### config.mk
export PLATFORM = sky130hd
export DESIGN_NAME = kdsf_front
export DESIGN_NICKNAME = d
export VERILOG_FILES = /design/src/design/kdsf_pkg.sv /design/src/design/kdsf_front.sv
export SDC_FILE = /design/constraint.sdc
export NUM_CORES = 1
export LEC_CHECK = 0
export BUFFER_PORTS_ARGS = -buffer_cell sky130_fd_sc_hd__buf_2
export CAP_MARGIN = 20
export CORE_MARGIN = 1.5
export CORE_UTILIZATION = 54
export DETAILED_ROUTE_END_ITERATION = 6
export HOLD_SLACK_MARGIN = 0.05
export PLACE_DENSITY_LB_ADDON = 0.15
export SYNTH_ARGS = -nofsm -noshare
export SYNTH_HDL_FRONTEND = slang
export SYNTH_SLANG_ARGS = --single-unit
### constraint.sdc
create_clock -name clock -period 17.4 [get_ports clock]
set_clock_uncertainty 0.05 [all_clocks]
set_input_delay 3.48 -clock clock [delete_from_list [all_inputs] [get_ports clock]]
set_output_delay 3.48 -clock clock [all_outputs]
set_load 0.1 [all_outputs]
### src/design/kdsf_pkg.sv
// ----------------------------------------------------------------------------
// kdsf_pkg
// Shared types and codes for the k-mer dictionary with singleton filter.
// ----------------------------------------------------------------------------
`default_nettype none

package kdsf_pkg;

   localparam int COL_BITS = 16;
   localparam int NUM_BITS = 17;

   typedef enum logic [1:0] {
      ST_OK        = 2'd0,
      ST_MISS      = 2'd1,
      ST_FULL      = 2'd2,
      ST_EXHAUSTED = 2'd3
   } status_type;

   typedef enum logic [0:0] {
      FN_REGISTER = 1'b0,
      FN_LOOKUP   = 1'b1
   } func_type;

   typedef enum logic [1:0] {
      BK_CLEAR,
      BK_IDLE,
      BK_EVAL
   } back_state_type;

   typedef struct packed {
      logic                valid;
      status_type          status;
      logic                found;
      logic                added;
      logic [COL_BITS-1:0] column_index;
   } rsp_type;

endpackage

`default_nettype wire

### src/design/kdsf_front.sv
// ----------------------------------------------------------------------------
// kdsf_front
// Accepts items, masks the key and computes its bucket (fold, then modulo).
// ----------------------------------------------------------------------------
`default_nettype none

module kdsf_front import kdsf_pkg::*; #(
   parameter int BUCKETS  = 16384,
   parameter int KEY_BITS = 64,
   parameter int BW       = 14
) (
   input  wire logic                      clock,
   input  wire logic                      reset,
   input  wire logic                      start,
   input  wire logic                      hold,
   output logic                           busy,
   input  wire logic                      req_func,
   input  wire logic [63:0]               req_kmer,
   input  wire logic                      q_full,
   output logic                           q_push,
   output logic [KEY_BITS+BW:0]           q_data
);

   localparam logic [32:0] RECIP = 33'((64'd1 << 32) / BUCKETS);

   logic                s1_v_ff, s1_v_in;
   logic                s1_func_ff;
   logic [KEY_BITS-1:0] s1_key_ff;
   logic                s2_v_ff, s2_v_in;
   logic                s2_func_ff;
   logic [KEY_BITS-1:0] s2_key_ff;
   logic [15:0]         s2_fold_ff;
   logic [15:0]         s2_quot_ff;

   logic        accept, s1_adv, s2_adv;
   logic [63:0] key_wide;
   logic [15:0] fold;
   logic [48:0] prod;
   logic [32:0] rem_raw, rem;

   assign s2_adv = s2_v_ff & ~q_full;
   assign s1_adv = s1_v_ff & (~s2_v_ff | s2_adv);
   assign busy   = hold | (s1_v_ff & ~s1_adv);
   assign accept = start & ~busy;

   always_comb begin
      key_wide = 64'(s1_key_ff);
      fold     = key_wide[15:0] ^ key_wide[31:16] ^ key_wide[47:32] ^ key_wide[63:48];
      prod     = 49'(fold) * 49'(RECIP);
      // quotient may be one short: one compare and subtract corrects it
      rem_raw  = 33'(s2_fold_ff) - 33'(33'(s2_quot_ff) * 33'(BUCKETS));
      rem      = (rem_raw >= 33'(BUCKETS)) ? rem_raw - 33'(BUCKETS) : rem_raw;
      s1_v_in  = accept | (s1_v_ff & ~s1_adv);
      s2_v_in  = s1_adv | (s2_v_ff & ~s2_adv);
   end

   assign q_push = s2_adv;
   assign q_data = {s2_func_ff, s2_key_ff, rem[BW-1:0]};

   always_ff @(posedge clock) begin
      if (reset) begin
         s1_v_ff <= 1'b0;
         s2_v_ff <= 1'b0;
      end else begin
         s1_v_ff <= s1_v_in;
         s2_v_ff <= s2_v_in;
      end
   end

   always_ff @(posedge clock) begin
      if (accept) begin
         s1_func_ff <= req_func;
         s1_key_ff  <= req_kmer[KEY_BITS-1:0];
      end
      if (s1_adv) begin
         s2_func_ff <= s1_func_ff;
         s2_key_ff  <= s1_key_ff;
         s2_fold_ff <= fold;
         s2_quot_ff <= prod[47:32];
      end
   end

endmodule

`default_nettype wire

# Word level (Yosys, flattened, before mapping)

Cells that the tools add are included.

Word-level logic and storage cells: 29
Input bits: 70
Register bits after elaboration: 150

Multiplexer cells: 1
Bitwise gates (word level): 17
$add $sub $neg: 2
Order comparisons: 1

Operators by type and width:

| cell                    | number |
|---|---|
| $xor A16 B16 Y16        | 3 |
| $ge A33 B15 Y1 const B  | 1 |
| $sub A16 B16 Y17        | 1 |
| $mux W14                | 1 |
| $sub A14 B1 Y14 const B | 1 |
| $and A1 B1 Y1           | 5 |
| $not A1 Y1              | 5 |
| $or A1 B1 Y1            | 4 |

# Depth between registers and ports, before layout

Depth in word-level cells: 10
Gate-level depth with buffers: 2
Gate-level depth less buffers: 2

# Worst setup path before layout

No wires, ideal clock.

Path type: in2reg
From: input port q_full
To: register s2_fold_ff[0], enable pin
Path slack: 7520 ps
Cell stages on the path: 1
Path buffers: 0
Arrival time: 9193 ps
Setup time: 637 ps
Data required time: 16713 ps
Cell sequence: a21boi_0

Longest elaborated chain between the ends: 4

Ends and longest elaborated chain:

| what                   | RTL line         | RTL |
|---|---|---|
| start: declaration     | kdsf_front.sv:19 | `input wire logic q_full,` |
| $not A1 Y1             | kdsf_front.sv:41 | `assign s2_adv = s2_v_ff & ~q_full;` |
| $and A1 B1 Y1          | kdsf_front.sv:41 |  |
| $or A1 B1 Y1           | kdsf_front.sv:42 | `assign s1_adv = s1_v_ff & (~s2_v_ff \| s2_adv);` |
| $and A1 B1 Y1          | kdsf_front.sv:42 |  |
| end signal: assignment | kdsf_front.sv:78 | `s2_fold_ff <= fold;` |
| end: declaration       | kdsf_front.sv:32 | `logic [15:0] s2_fold_ff;` |

No other way between the ends.
A chain may end at the register's enable or synchronous reset.

# Final worst setup path

From: input port q_full
To: output port busy

Longest elaborated chain between the ends: 7

Ends and longest elaborated chain:

| what             | RTL line         | RTL |
|---|---|---|
| $not A1 Y1       | kdsf_front.sv:41 |  |
| $and A1 B1 Y1    | kdsf_front.sv:41 |  |
| $or A1 B1 Y1     | kdsf_front.sv:42 |  |
| $and A1 B1 Y1    | kdsf_front.sv:42 |  |
| $not A1 Y1       | kdsf_front.sv:43 | `assign busy = hold \| (s1_v_ff & ~s1_adv);` |
| $and A1 B1 Y1    | kdsf_front.sv:43 |  |
| $or A1 B1 Y1     | kdsf_front.sv:43 |  |
| end: declaration | kdsf_front.sv:16 | `output logic busy,` |

No other way between the ends.

==> run_results.csv <==
group,metric,value,unit
clock_network,path_clk_slew,50,ps
logic_synthesis,synthCells,198,
clock_network,max-clock-path-buffers,2,
logic_synthesis,yosys-top-cells-area,"edfxtp_1, xnor2_1, xor2_1",
floorplanning,core,8680,sq um
clock_network,cts_tree,"yes",
sta,setup_viol,0,
global_route,grt_max_degree,80,
outcome,status,"finished clean",
logic_synthesis,ys_ff_latch,146,
setup_path,worstSetupPathType,"in2out",
logic_synthesis,synth-main-ff-cell,"edfxtp_1",
global_route,antenna_found_initial,1,
sta,max_slew_margin,32.7,%
logic_synthesis,synthMuxAreaShare,0,%
clock_network,insertion_delay,500,ps
cells_and_area,fin_cells,488,
cells_and_area,nets,438,
floorplanning,die_w,97.2,um
logic_synthesis,synth_xor_area_share,7.68,%
clock_network,htreeDepth,4,
setup_path,crit_arrival,4260,ps
setup_path,path_max_fanout,4,
route,wirelength,7.75,mm
setup_path,crit_family,"buffers and inverters",
place,port_buffers,150,
hold_path,min_path_type,"reg2reg",
flow_run,drv_cap,0,
power,p_per_area,131,nW/um^2
setup_path,cpMostUsedCell,"buf_2",
logic_synthesis,synth_async_sr_flop_share,0,%
logic_synthesis,synth_compound_area_share,0.366,%
setup_path,end_kind,"output pin",
logic_synthesis,synth_edf_count,144,
logic_synthesis,seq_area_frac_synth,91.1,%
global_route,grt_pass1_vias,2386,
place,gp_congestion,0.709,
setup_path,crit_required,13870,ps
power,power_leakage,0.00237,uW
floorplanning,dieArea,9450,sq um
logic_synthesis,yosysWarnings,0,
clock_network,numCtsBuffers,17,
sta,fmax,0.128,GHz
route,detail-route-antenna-nets,0,
logic_synthesis,synth.most_common_cell,"edfxtp_1",
cells_and_area,antennaDiodeCount,0,
route,wl_per_cell,15.9,um
sta,layout_min_cycle_time,7790,ps
cells_and_area,seq_area,4360,sq um
logic_synthesis,synth_top_area_share,90.3,%
place,dpl.cell_count,457,
floorplanning,rows,34,
route,drt-initial-drc-count,83,
setup_path,start_kind,"input pin",
logic_synthesis,avgSynthCellArea,24.2,sq um
logic_synthesis,synth_top_area_cell,"edfxtp_1",
logic_synthesis,yosys-top-cells-count,"edfxtp_1, xnor2_1, xor2_1",
setup_path,cpPeakStageDelay,420,ps
route,first_pass_iters,4,
power,peakVddDrop,0.0000740,V
logic_synthesis,synth_nets,268,
sta,hold_violations,0,
cells_and_area,fill_cells,575,
power,swShare,23.0,%
clock_network,ctsResizeCount,0,
cells_and_area,multiInputGateArea,438,sq um
logic_synthesis,synthAdderAreaFrac,0,%
logic_synthesis,synth_cell_type_count,11,
global_route,grt_overflow,0,
sta,drv_slew,0,
setup_path,cp_slowest_cell,"buf_2",
cells_and_area,area_growth,31.2,%
sta,grt_setup_unrepaired,"false",
clock_network,clock_sinks,146,
route,vias,2318,
cells_and_area,final_util,72.4,%
power,seqPwrFrac,49.5,%
power,p_switching,189,uW
power,internal_power,635,uW
floorplanning,dieHeight,97.2,um
logic_synthesis,synth-simple-area-share,0.705,%
global_route,grt_pass1_wl,11.9,mm
clock_network,ctsHoldBuffers,0,
floorplanning,initial_core_util,55.2,%
logic_synthesis,syn-cell-area,4790,sq um
sta,tightest_slew,1010,ps
clock_network,cts_root_buf,"clkbuf_8",
route,viasPerCell,4.75,
clock_network,cts_setup_buffers,0,
route,drc,0,
sta,fin_crit_sh,44.8,%
power,comb_power_share,8.4,%
power,clkPwrFrac,42.2,%
cells_and_area,drive_gt1_share,48.4,%
sta,setup_tns,0,ps
global_route,track_usage,17.3,%
setup_path,worstPathCellList,"buf_2, nand3_1, nand2b_1, buf_2",
logic_synthesis,synth_top_family_by_area,"XOR/XNOR gates",
floorplanning,num_io_pins,151,
setup_path,critical_path_buf_inv_count,2,
power by group through the flow:
stage	Combinational [uW]	Clock, uW	Sequential (uW)
detailed placement	69.3	0	415
CTS	69.5	355	408
floorplan	14.6	0	454
global placement	68.2	0	414
global route	72.0	369	409
finish	68.9	348	408
layout by cell type (no fill, tap or decap), drive strengths merged:
cell      instances
bufinv            3
edfxtp          144
dfxtp             2
nor2b             2
a21oi             2
nor2              1
clkinvlp          5
buf             152
nand2b            2
xnor2            28
clkinv            5
a21boi            1
xor2             14
clkbuf           18
nand3             1
sequential cells by signal, indices dropped and copies added (netlist names):
name / flops
key_wide: 64
s1_func_ff: 1
s1_v_ff: 1
s2_fold_ff: 14
s2_func_ff: 1
s2_key_ff: 64
s2_v_ff: 1
area by class of cell:
class                   count  area share, %
clock inverters            13           2.61
multi-input cells          51           6.97
well taps                 108           2.15
repair buffers            152           12.2
flip-flops and latches    146           69.4
clock buffers              18           6.65
worst paths after layout:
path	from	to	slack, ps	depth (start not counted)
setup / recovery	q_full	busy	9610	4
hold / removal	key_wide[63]	s2_key_ff[63]	370	0
setup reg to reg	s1_v_ff	s2_key_ff[52]	15620	2
hold reg to reg	key_wide[63]	s2_key_ff[63]	370	0
kinds of logic (layout without fill, tap and decap cells):
group	count (synthesis)	in the layout
xor gates and xnor gates	42	42
AOI/OAI and AO/OA	3	3
DFF	146	146
buffers and inverters	1	183
and+or+nand+nor	6	6
metal layers:
layer,wire length [um],global-route usage [%],vias to the layer above
li1,-,-,1102
met3,577,8.20,14
met1,2950,19.6,1099
met2,4090,28.6,101
met4,120,6.80,2
met5,10,0,-
per-stage QoR:
| step | worst slack, ps | area [sq um] | hold slack [ps] | power [uW] |
|---|---|---|---|---|
| after floorplan | 7520 | 4790 | 350 | 469 |
| after global placement | 9650 | 5700 | 351 | 482 |
| after detailed placement | 9610 | 5700 | 355 | 484 |
| after CTS | 9600 | 6280 | 368 | 832 |
| after global routing | 9560 | 6280 | 374 | 850 |
| final | 9610 | 6280 | 367 | 824 |
Power figures use the tool's default switching activity.
