[src/design/kdsf_queue.sv]
// ----------------------------------------------------------------------------
// kdsf_queue
// Two-entry queue between the classifying front and the store back end.
// ----------------------------------------------------------------------------
`default_nettype none

module kdsf_queue #(
   parameter int WIDTH = 8
) (
   input  wire logic             clock,
   input  wire logic             reset,
   input  wire logic             push,
   input  wire logic [WIDTH-1:0] push_data,
   output logic                  full,
   input  wire logic             pop,
   output logic                  empty,
   output logic [WIDTH-1:0]      head
);

   logic [WIDTH-1:0] slot_ff [2];
   logic             wr_ptr_ff, wr_ptr_in;
   logic             rd_ptr_ff, rd_ptr_in;
   logic [1:0]       count_ff, count_in;

   assign full  = (count_ff == 2'd2);
   assign empty = (count_ff == 2'd0);
   assign head  = slot_ff[rd_ptr_ff];

   always_comb begin
      wr_ptr_in = wr_ptr_ff ^ push;
      rd_ptr_in = rd_ptr_ff ^ pop;
      count_in  = count_ff + {1'b0, push} - {1'b0, pop};
   end

   always_ff @(posedge clock) begin
      if (reset) begin
         wr_ptr_ff <= 1'b0;
         rd_ptr_ff <= 1'b0;
         count_ff  <= 2'd0;
      end else begin
         wr_ptr_ff <= wr_ptr_in;
         rd_ptr_ff <= rd_ptr_in;
         count_ff  <= count_in;
      end
   end

   always_ff @(posedge clock) begin
      if (push) begin
         slot_ff[wr_ptr_ff] <= push_data;
      end
   end

endmodule

`default_nettype wire

[config.mk]
export PLATFORM = sky130hd
export DESIGN_NAME = kdsf_queue
export DESIGN_NICKNAME = d
export VERILOG_FILES = /design/src/design/kdsf_queue.sv
export SDC_FILE = /design/constraint.sdc
export NUM_CORES = 1
export LEC_CHECK = 0
export BUFFER_PORTS_ARGS = -buffer_cell sky130_fd_sc_hd__buf_4
export CORE_MARGIN = 3
export CORE_UTILIZATION = 48
export CTS_CLUSTER_SIZE = 12
export DETAILED_ROUTE_END_ITERATION = 12
export PLACE_DENSITY = 0.76
export SLEW_MARGIN = 20
export SYNTH_ARGS = -nofsm -noshare
export SYNTH_HDL_FRONTEND = slang
export SYNTH_SLANG_ARGS = --single-unit
[constraint.sdc]
create_clock -name clock -period 1.3 [get_ports clock]
set_clock_uncertainty 0.05 [all_clocks]
set_input_delay 0.195 -clock clock [delete_from_list [all_inputs] [get_ports clock]]
set_output_delay 0.195 -clock clock [all_outputs]
set_load 0.005 [all_outputs]
# Word-level counts from Yosys, hierarchy flattened
# Memories as Yosys holds them, arrays and structs flattened. A register that Yosys moved wholly into a read port is not among the register bits.
# Index checks and enable logic that the tools add are counted.
# totals
regBits	4
ramBits	16
in_bits	12
output_inout_bits	10
elab_cells	13
mem_count	1
# memory_table
memory	words	word_bits	rd	rd_clocked_by_memory_dff	write_ports	line	rtl
slot_ff	2	8	1	1	1	20	logic [WIDTH-1:0] slot_ff [2];
# op_classes
add_sub_neg	2
n_eq_ne	1
muxes	3
bitwise_logic	2
n_reduce_logical	1
# op_table
cell	count
$mux W1	3
$add A2 B1 Y2	1
$eq A2 B2 Y1 const B	1
$logic_not A2 Y1	1
$sub A2 B1 Y2	1
$xor A1 B1 Y1	2

# Depth between registers and ports, before layout
# Gate-level depths: netlist of the first run.
# logic_depth
ltp_word	2
mapped_depth	6
depth_no_buf	6

# Worst setup path before layout of the first run
# OpenSTA, ideal clock, no wires.
# synth_timing
path_type	register to register
start	register count_ff[0]
end	register count_ff[1]
setup_time_ns	0.110
arrival_time_ns	1.031
required_ns	1.140
slack_ns	0.109
stages_incl_launch_ff	7
path_buffers	0
path_cell_list	dfxtp_1 -> inv_1 -> ha_1 -> inv_1 -> ha_1 -> xnor3_1 -> nor2_1
# synth_between
elab_chain_len	2
# synth_lines
element	line	rtl
start, declared	23	logic [1:0] count_ff, count_in;
start signal, assigned	43	count_ff <= count_in;
$add A2 B1 Y2	32	count_in = count_ff + {1'b0, push} - {1'b0, pop};
$sub A2 B1 Y2	32	
# No other way between the ends.
# A chain may end at the register's enable or synchronous reset.

==> metrics.md, run 1 <==
| Metric | Value |
|---|---|
| Status | `finished with violations` |
| Failing checks | `negative setup slack` |
| Crit start category | `register` |
| Compound-Gate Fraction of Synth Area | `0%` |
| Post-route antenna net violation count | `0` |
| Fin util | `78.0%` |
| Seq/Total Area, Yosys | `72.0%` |
| Worst Hold Class | `in2reg` |
| First DRT Iteration DRCs | `4` |
| Critical path required time | `1.05 ns` |
| Syn. warnings | `0` |
| ANT cells | `0` |
| Main area contributors after synthesis | `edfxtp_1, mux2_2, dfxtp_1, ha_1, xnor3_1` |
| Router iterations before antenna repair | `2` |
| Num ports | `22` |
| Hold buffers post-CTS | `0` |
| Most frequent cell after synthesis | `edfxtp_1` |
| Reg2reg setup slack | `0.07 ns` |
| Vias | `444` |
| Worst-Skew Late Latency | `0.29 ns` |
| CTS max path bufs | `2` |
| Crit share post-route | `111%` |
| WL final | `1160 um` |
| Worst-path clk slew | `0.10 ns` |
| DP Worst Slack | `0.0597 ns` |
| Post-synth top area share | `61.7%` |
| CP Class | `reg2out` |
| Vias in the first global route | `431` |
| Worst reg-to-reg path cell count | `6` |
| Final setup fails | `8` |
| Max Freq | `693 MHz` |
| Clock root buffer | `clkbuf_4` |
| Mapped cell area | `778 um2` |
| Max-slew headroom | `89.9%` |
| Via density | `4.88` |
| Endpoints failing hold | `0` |
| Synth Area in Simple Gates | `3.54%` |
| Per-cell routed wire length | `12.8 um` |
| Cell count after synthesis | `44` |
| Clock tree sinks | `20` |
| Detailed Place HPWL | `915 um` |
| HP Start | `reset` |
| Pin count of the biggest net entering global routing | `12` |
| Crit path time final | `1.44 ns` |
| Die width | `46.3 um` |
| Critical Path AT | `1.20 ns` |
| Post-synthesis mux area share | `11.6%` |
| Initial antenna violation count | `0` |
| Reg2reg start | `count_ff[0]` |
| Num CTS Buffers | `3` |
| Synth unique cells | `10` |
| First-pass GRT wire length | `1840 um` |
| Xor and xnor area share after synthesis | `4.02%` |
| Syn_nets | `60` |
| Most area-hungry cell type in the Yosys netlist | `edfxtp_1` |
| Peak fanout along the critical path | `5` |
| Tot GR Track Use | `12.7%` |
| Area of the core | `1420 um2` |
| Crit path capture type | `output port` |
| Pwr Density | `1240 nW/um2` |
| Global route overflow | `0` |
| Worst slew pin tran | `0.151 ns` |
| Final WS setup | `-0.143 ns` |
| CTS tree | `built` |
| Number of max-cap violations | `0` |
| Leak | `0.482 nW` |
| Main combinational cell family by area after synthesis | `multiplexers` |
| R2r endpoint | `count_ff[1]` |
| Worst VDD drop | `0.000990 V` |
| EDFF count, synth | `16` |
| Die area | `2140 um2` |
| Adder-Cell Fraction of Synth Area | `6.43%` |
| Ys flop type | `edfxtp_1` |
| Asr flop ratio synth | `0%` |
| Gpl congestion | `0.667` |
| Share of post-route cells with drive strength above 1 | `55.3%` |
| Final Power | `0.00137 W` |
| Hold-critical path depth | `2` |
| Layout Area Growth over Synthesis | `41.8%` |
| Commonest cells post-synth | `edfxtp_1, mux2_2, dfxtp_1, ha_1, nor2_1` |
| Level count of the clock H-tree | `1` |
| RSZ-0062 raised after global routing | `yes` |
| Row count | `13` |
| Final Max Tran Viols | `0` |
| Final net count | `93` |
| PortBufs | `21` |
| Worst Hold Endpoint | `rd_ptr_ff` |
| Syn avg cell area | `17.7 um2` |
| Remaining DRCs | `0` |
| Total Neg Setup Slack | `-1.10 ns` |
| Die H | `46.3 um` |
| Initial core utilization | `55.0%` |
| Synth Register Bits | `20` |
metrics by stage:
step                area, um2  instances  hold slack, ns
floorplan                 778         44           0.212
global placement          992         85           0.330
detailed placement        992         85           0.333
CTS                      1090         90          0.0135
global route             1100         91          0.0127
finish                   1100         91          0.0218
cell type report:
type                       count  area (um2)
clock buffer                   3        22.5
clock inverter                 1        3.75
inverter                       3        11.3
sequential                    20         563
tap                           15        18.8
multi-input combinational     20         229
fill                          93         312
timing repair buffer          29         255
metal layers:
| metal | share of wire, % | wire length (um) | vias to the layer above | GRT usage (%) |
|---|---|---|---|---|
| met4 | 0 | 0 | 0 | 5.11 |
| met5 | 0 | 0 | - | 0 |
| met1 | 41 | 473 | 212 | 14.6 |
| met3 | 4.4 | 51 | 0 | 3.52 |
| met2 | 55 | 638 | 11 | 22.0 |
| li1 | - | - | 221 | - |
critical path, stage by stage (launching register included):
cell and delay (ns):
dfxtp_2 0.36, buf_6 0.13, mux2_4 0.30, buf_6 0.11
cell families after synthesis:
| group | Yosys count |
|---|---|
| buffers and inverters | 4 |
| xor gates and xnor gates | 2 |
| muxes | 8 |
| DFF | 20 |
| and+or+nand+nor | 6 |
| adders and majority gates | 4 |
timing repair:
action | CTS | global route
endpoints found under the setup margin | 8 | 9
gates resized for setup | 19 | 1
setup buffers | 1 | 1
pin swaps | 0 | 0
flip-flops by register name (all words and copies together), names as in the netlist:
register,count
slot_ff,16
count_ff,2
rd_ptr_ff,1
wr_ptr_ff,1
worst max path at each step:
| stage | depth (start not counted) | endpoint | from |
|---|---|---|---|
| 2_1_floorplan | 6 | count_ff[1] | count_ff[0] |
| 3_3_place_gp | 6 | count_ff[1] | count_ff[0] |
| 3_5_place_dp | 6 | count_ff[1] | count_ff[0] |
| 4_1_cts | 3 | head[0] | rd_ptr_ff |
| 5_1_grt | 3 | head[6] | rd_ptr_ff |
| 6_report | 3 | head[3] | rd_ptr_ff |
report_power, final:
part | leakage, nW | switching (W) | internal [W]
clock | 0.0154 | 0.000174 | 0.000112
combinational | 0.282 | 0.000102 | 0.000213
sequential | 0.184 | 0.0000223 | 0.000747
placed cells by master, fill, tap and decap left out:
master	netlist	layout
dfxtp_2	0	2
dfxtp_1	4	2
xnor2_1	1	1
clkbuf_4	0	3
buf_6	0	10
clkinv_1	0	1
xnor3_1	1	1
nor2_1	4	4
edfxtp_1	16	16
mux2_4	0	8
nor2b_1	2	2
inv_1	3	3
ha_1	4	4
buf_4	1	19
Power figures use the tool's default switching activity.
==> run 2, diff against run 1 <==
RECOVER_POWER = 50   (was default)
==> run 2 against run 1 <==
Net effect: the run still ends with negative setup slack left; utilization down 0.27 points; sequential power about the same; sequential share of layout area up 0.17 points; worst setup slack about the same; highest routed layer unchanged; fmax about the same; worst hold slack about the same; sequential cell count unchanged; critical path depth unchanged; combinational power about the same; first-iteration DRC count unchanged.
==> metrics.md, run 2 (synthesized netlist as in run 1, its figures left out) <==
| Metric | Value |
|---|---|
| Via density | `4.89 (was 4.88)` |
| CTS tree | `built (unchanged)` |
| WL final | `1170 um (was 1160 um)` |
| Clock tree sinks | `20 (unchanged)` |
| Final Max Tran Viols | `0 (unchanged)` |
| Status | `finished with violations (unchanged)` |
| Clock root buffer | `clkbuf_4 (unchanged)` |
| Worst reg-to-reg path cell count | `6 (unchanged)` |
| CP cell instances | `buf_6, mux2_4, buf_6 (unchanged)` |
| Number of max-cap violations | `0 (unchanged)` |
| Final setup fails | `8 (unchanged)` |
| Tot GR Track Use | `12.7% (unchanged)` |
| Num CTS Buffers | `3 (unchanged)` |
| Gpl congestion | `0.667 (unchanged)` |
| Footprint of the multi-input gates | `229 um2 (unchanged)` |
| Detailed Place HPWL | `915 um (unchanged)` |
| First DRT Iteration DRCs | `4 (unchanged)` |
| Max-slew headroom | `84.8% (was 89.9%)` |
| Critical Path AT | `1.20 ns (about the same)` |
| Post-DP Area | `992 um2 (unchanged)` |
| Final WS setup | `-0.143 ns (about the same)` |
| Initial antenna violation count | `0 (unchanged)` |
| Largest registers | `slot_ff x16, count_ff x2 (unchanged)` |
| Hold-critical path depth | `2 (unchanged)` |
| Worst Hold Class | `in2reg (unchanged)` |
| Crit path time final | `1.44 ns (about the same)` |
| Remaining DRCs | `0 (unchanged)` |
| Max Freq | `693 MHz (about the same)` |
| Global route overflow | `0 (unchanged)` |
| Die H | `46.3 um (unchanged)` |
| Endpoints failing hold | `0 (unchanged)` |
| Fin Hold WS | `0.0218 ns (about the same)` |
| Crit path top cell by count | `buf_6 (unchanged)` |
| Sequential cell area | `563 um2 (unchanged)` |
| Vias in the first global route | `431 (unchanged)` |
| CTS max path bufs | `2 (unchanged)` |
| Worst-Skew Late Latency | `0.29 ns (about the same)` |
| Post-route antenna net violation count | `0 (unchanged)` |
| Worst-path clk slew | `0.10 ns (about the same)` |
| Critical path required time | `1.05 ns (about the same)` |
| Reg with most FFs | `slot_ff (unchanged)` |
| Hold buffers post-CTS | `0 (unchanged)` |
| Worst VDD drop | `0.000991 V (was 0.000990 V)` |
| Crit share post-route | `111% (about the same)` |
| Crit start category | `register (unchanged)` |
| Peak fanout along the critical path | `5 (unchanged)` |
| CP Class | `reg2out (unchanged)` |
| Max FFs per register | `16 (unchanged)` |
| Failing checks | `negative setup slack (unchanged)` |
| # fillers | `92 (was 93)` |
| Pin count of the biggest net entering global routing | `12 (unchanged)` |
| Design area | `1100 um2 (about the same)` |
| Share of post-route cells with drive strength above 1 | `53.9% (was 55.3%)` |
| Fin util | `77.7% (was 78.0%)` |
| RSZ-0062 raised after global routing | `yes (unchanged)` |
| Router iterations before antenna repair | `2 (unchanged)` |
| CP peak stage delay | `0.36 ns (about the same)` |
| Leak | `0.476 nW (was 0.482 nW)` |
| Level count of the clock H-tree | `1 (unchanged)` |
| Commonest cells after routing, fill and taps aside | `edfxtp_1, clkbuf_4, buf_4, buf_6, mux2_4 (was buf_4, edfxtp_1, buf_6)` |
| Crit path capture type | `output port (unchanged)` |
| Row count | `13 (unchanged)` |
| Num ports | `22 (unchanged)` |
| Area of the core | `1420 um2 (unchanged)` |
| First-pass GRT wire length | `1840 um (unchanged)` |
| Reg2reg setup slack | `0.07 ns (about the same)` |
| Initial core utilization | `55.0% (unchanged)` |
| Worst slew pin tran | `0.228 ns (was 0.151 ns)` |
| Vias | `445 (was 444)` |
| DP Worst Slack | `0.0597 ns (unchanged)` |
| Per-cell routed wire length | `12.9 um (was 12.8 um)` |
| ANT cells | `0 (unchanged)` |
| Die area | `2140 um2 (unchanged)` |
| Final net count | `93 (unchanged)` |
| Leading cell type in the layout, fill and taps excluded | `edfxtp_1 (was buf_4)` |
| PortBufs | `21 (unchanged)` |
| Die width | `46.3 um (unchanged)` |
| Crit-path slowest cell | `dfxtp_2 (unchanged)` |
| Pwr Density | `1240 nW/um2 (about the same)` |
| Layout Area Growth over Synthesis | `41.3% (was 41.8%)` |
-- run 2: cell count changes in the layout (fill, tap and decap cells not counted), sizes merged --
cell,before,now
clkbuf,3,12
buf,29,20
-- run 2: critical path: cells and delay by family, from the launching register on --
family	cells	cell delay [ns]
multiplexers	1	0.30
flip-flops	1	0.36
buffers and inverters	2	0.24
-- run 2: worst paths after layout --
check	from	end
worst max register to register	count_ff[0]	count_ff[1]
worst min register to register	wr_ptr_ff	wr_ptr_ff
worst max-delay path	rd_ptr_ff	head[3]
worst min-delay path	reset	rd_ptr_ff
-- run 2: area by class of cell --
type,count,share of cell area [%]
flip-flops and latches,20,51.2
repair buffers,29,22.9
multi-input cells,20,20.8
clock buffers,3,2.05
well taps,15,1.71
inverters,3,1.02
clock inverters,1,0.341
-- run 2: where the power goes --
part           internal (W)  leakage, nW  total [W]  switching [W]
Sequential         0.000747        0.184   0.000769      0.0000223
Combinational      0.000210        0.277   0.000312       0.000102
Clock              0.000112       0.0154   0.000286       0.000174
Total               0.00107        0.476    0.00137       0.000299
-- run 2: metal layers --
metal	global-route usage (%)	wire [um]	share of wire, %	vias to the layer above
met4	5.11	0	0	0
li1	-	-	-	222
met1	14.6	481	41	212
met3	3.52	52	4.4	0
met5	0	0	0	-
met2	22.0	636	54	11
-- run 2: stage by stage --
stage	cells	total power, W	TNS, ns
global placement	85	0.00103	0
global route	91	0.00144	-1.51
CTS	90	0.00137	-1.14
finish	91	0.00137	-1.10
floorplan	44	0.000907	0
detailed placement	85	0.00105	0
-- run 2: repair_timing --
item	4_1_cts	5_1_grt
pin swaps	0	0
gates resized for setup	19	1
endpoints found under the setup margin	8	9
setup buffers	1	1
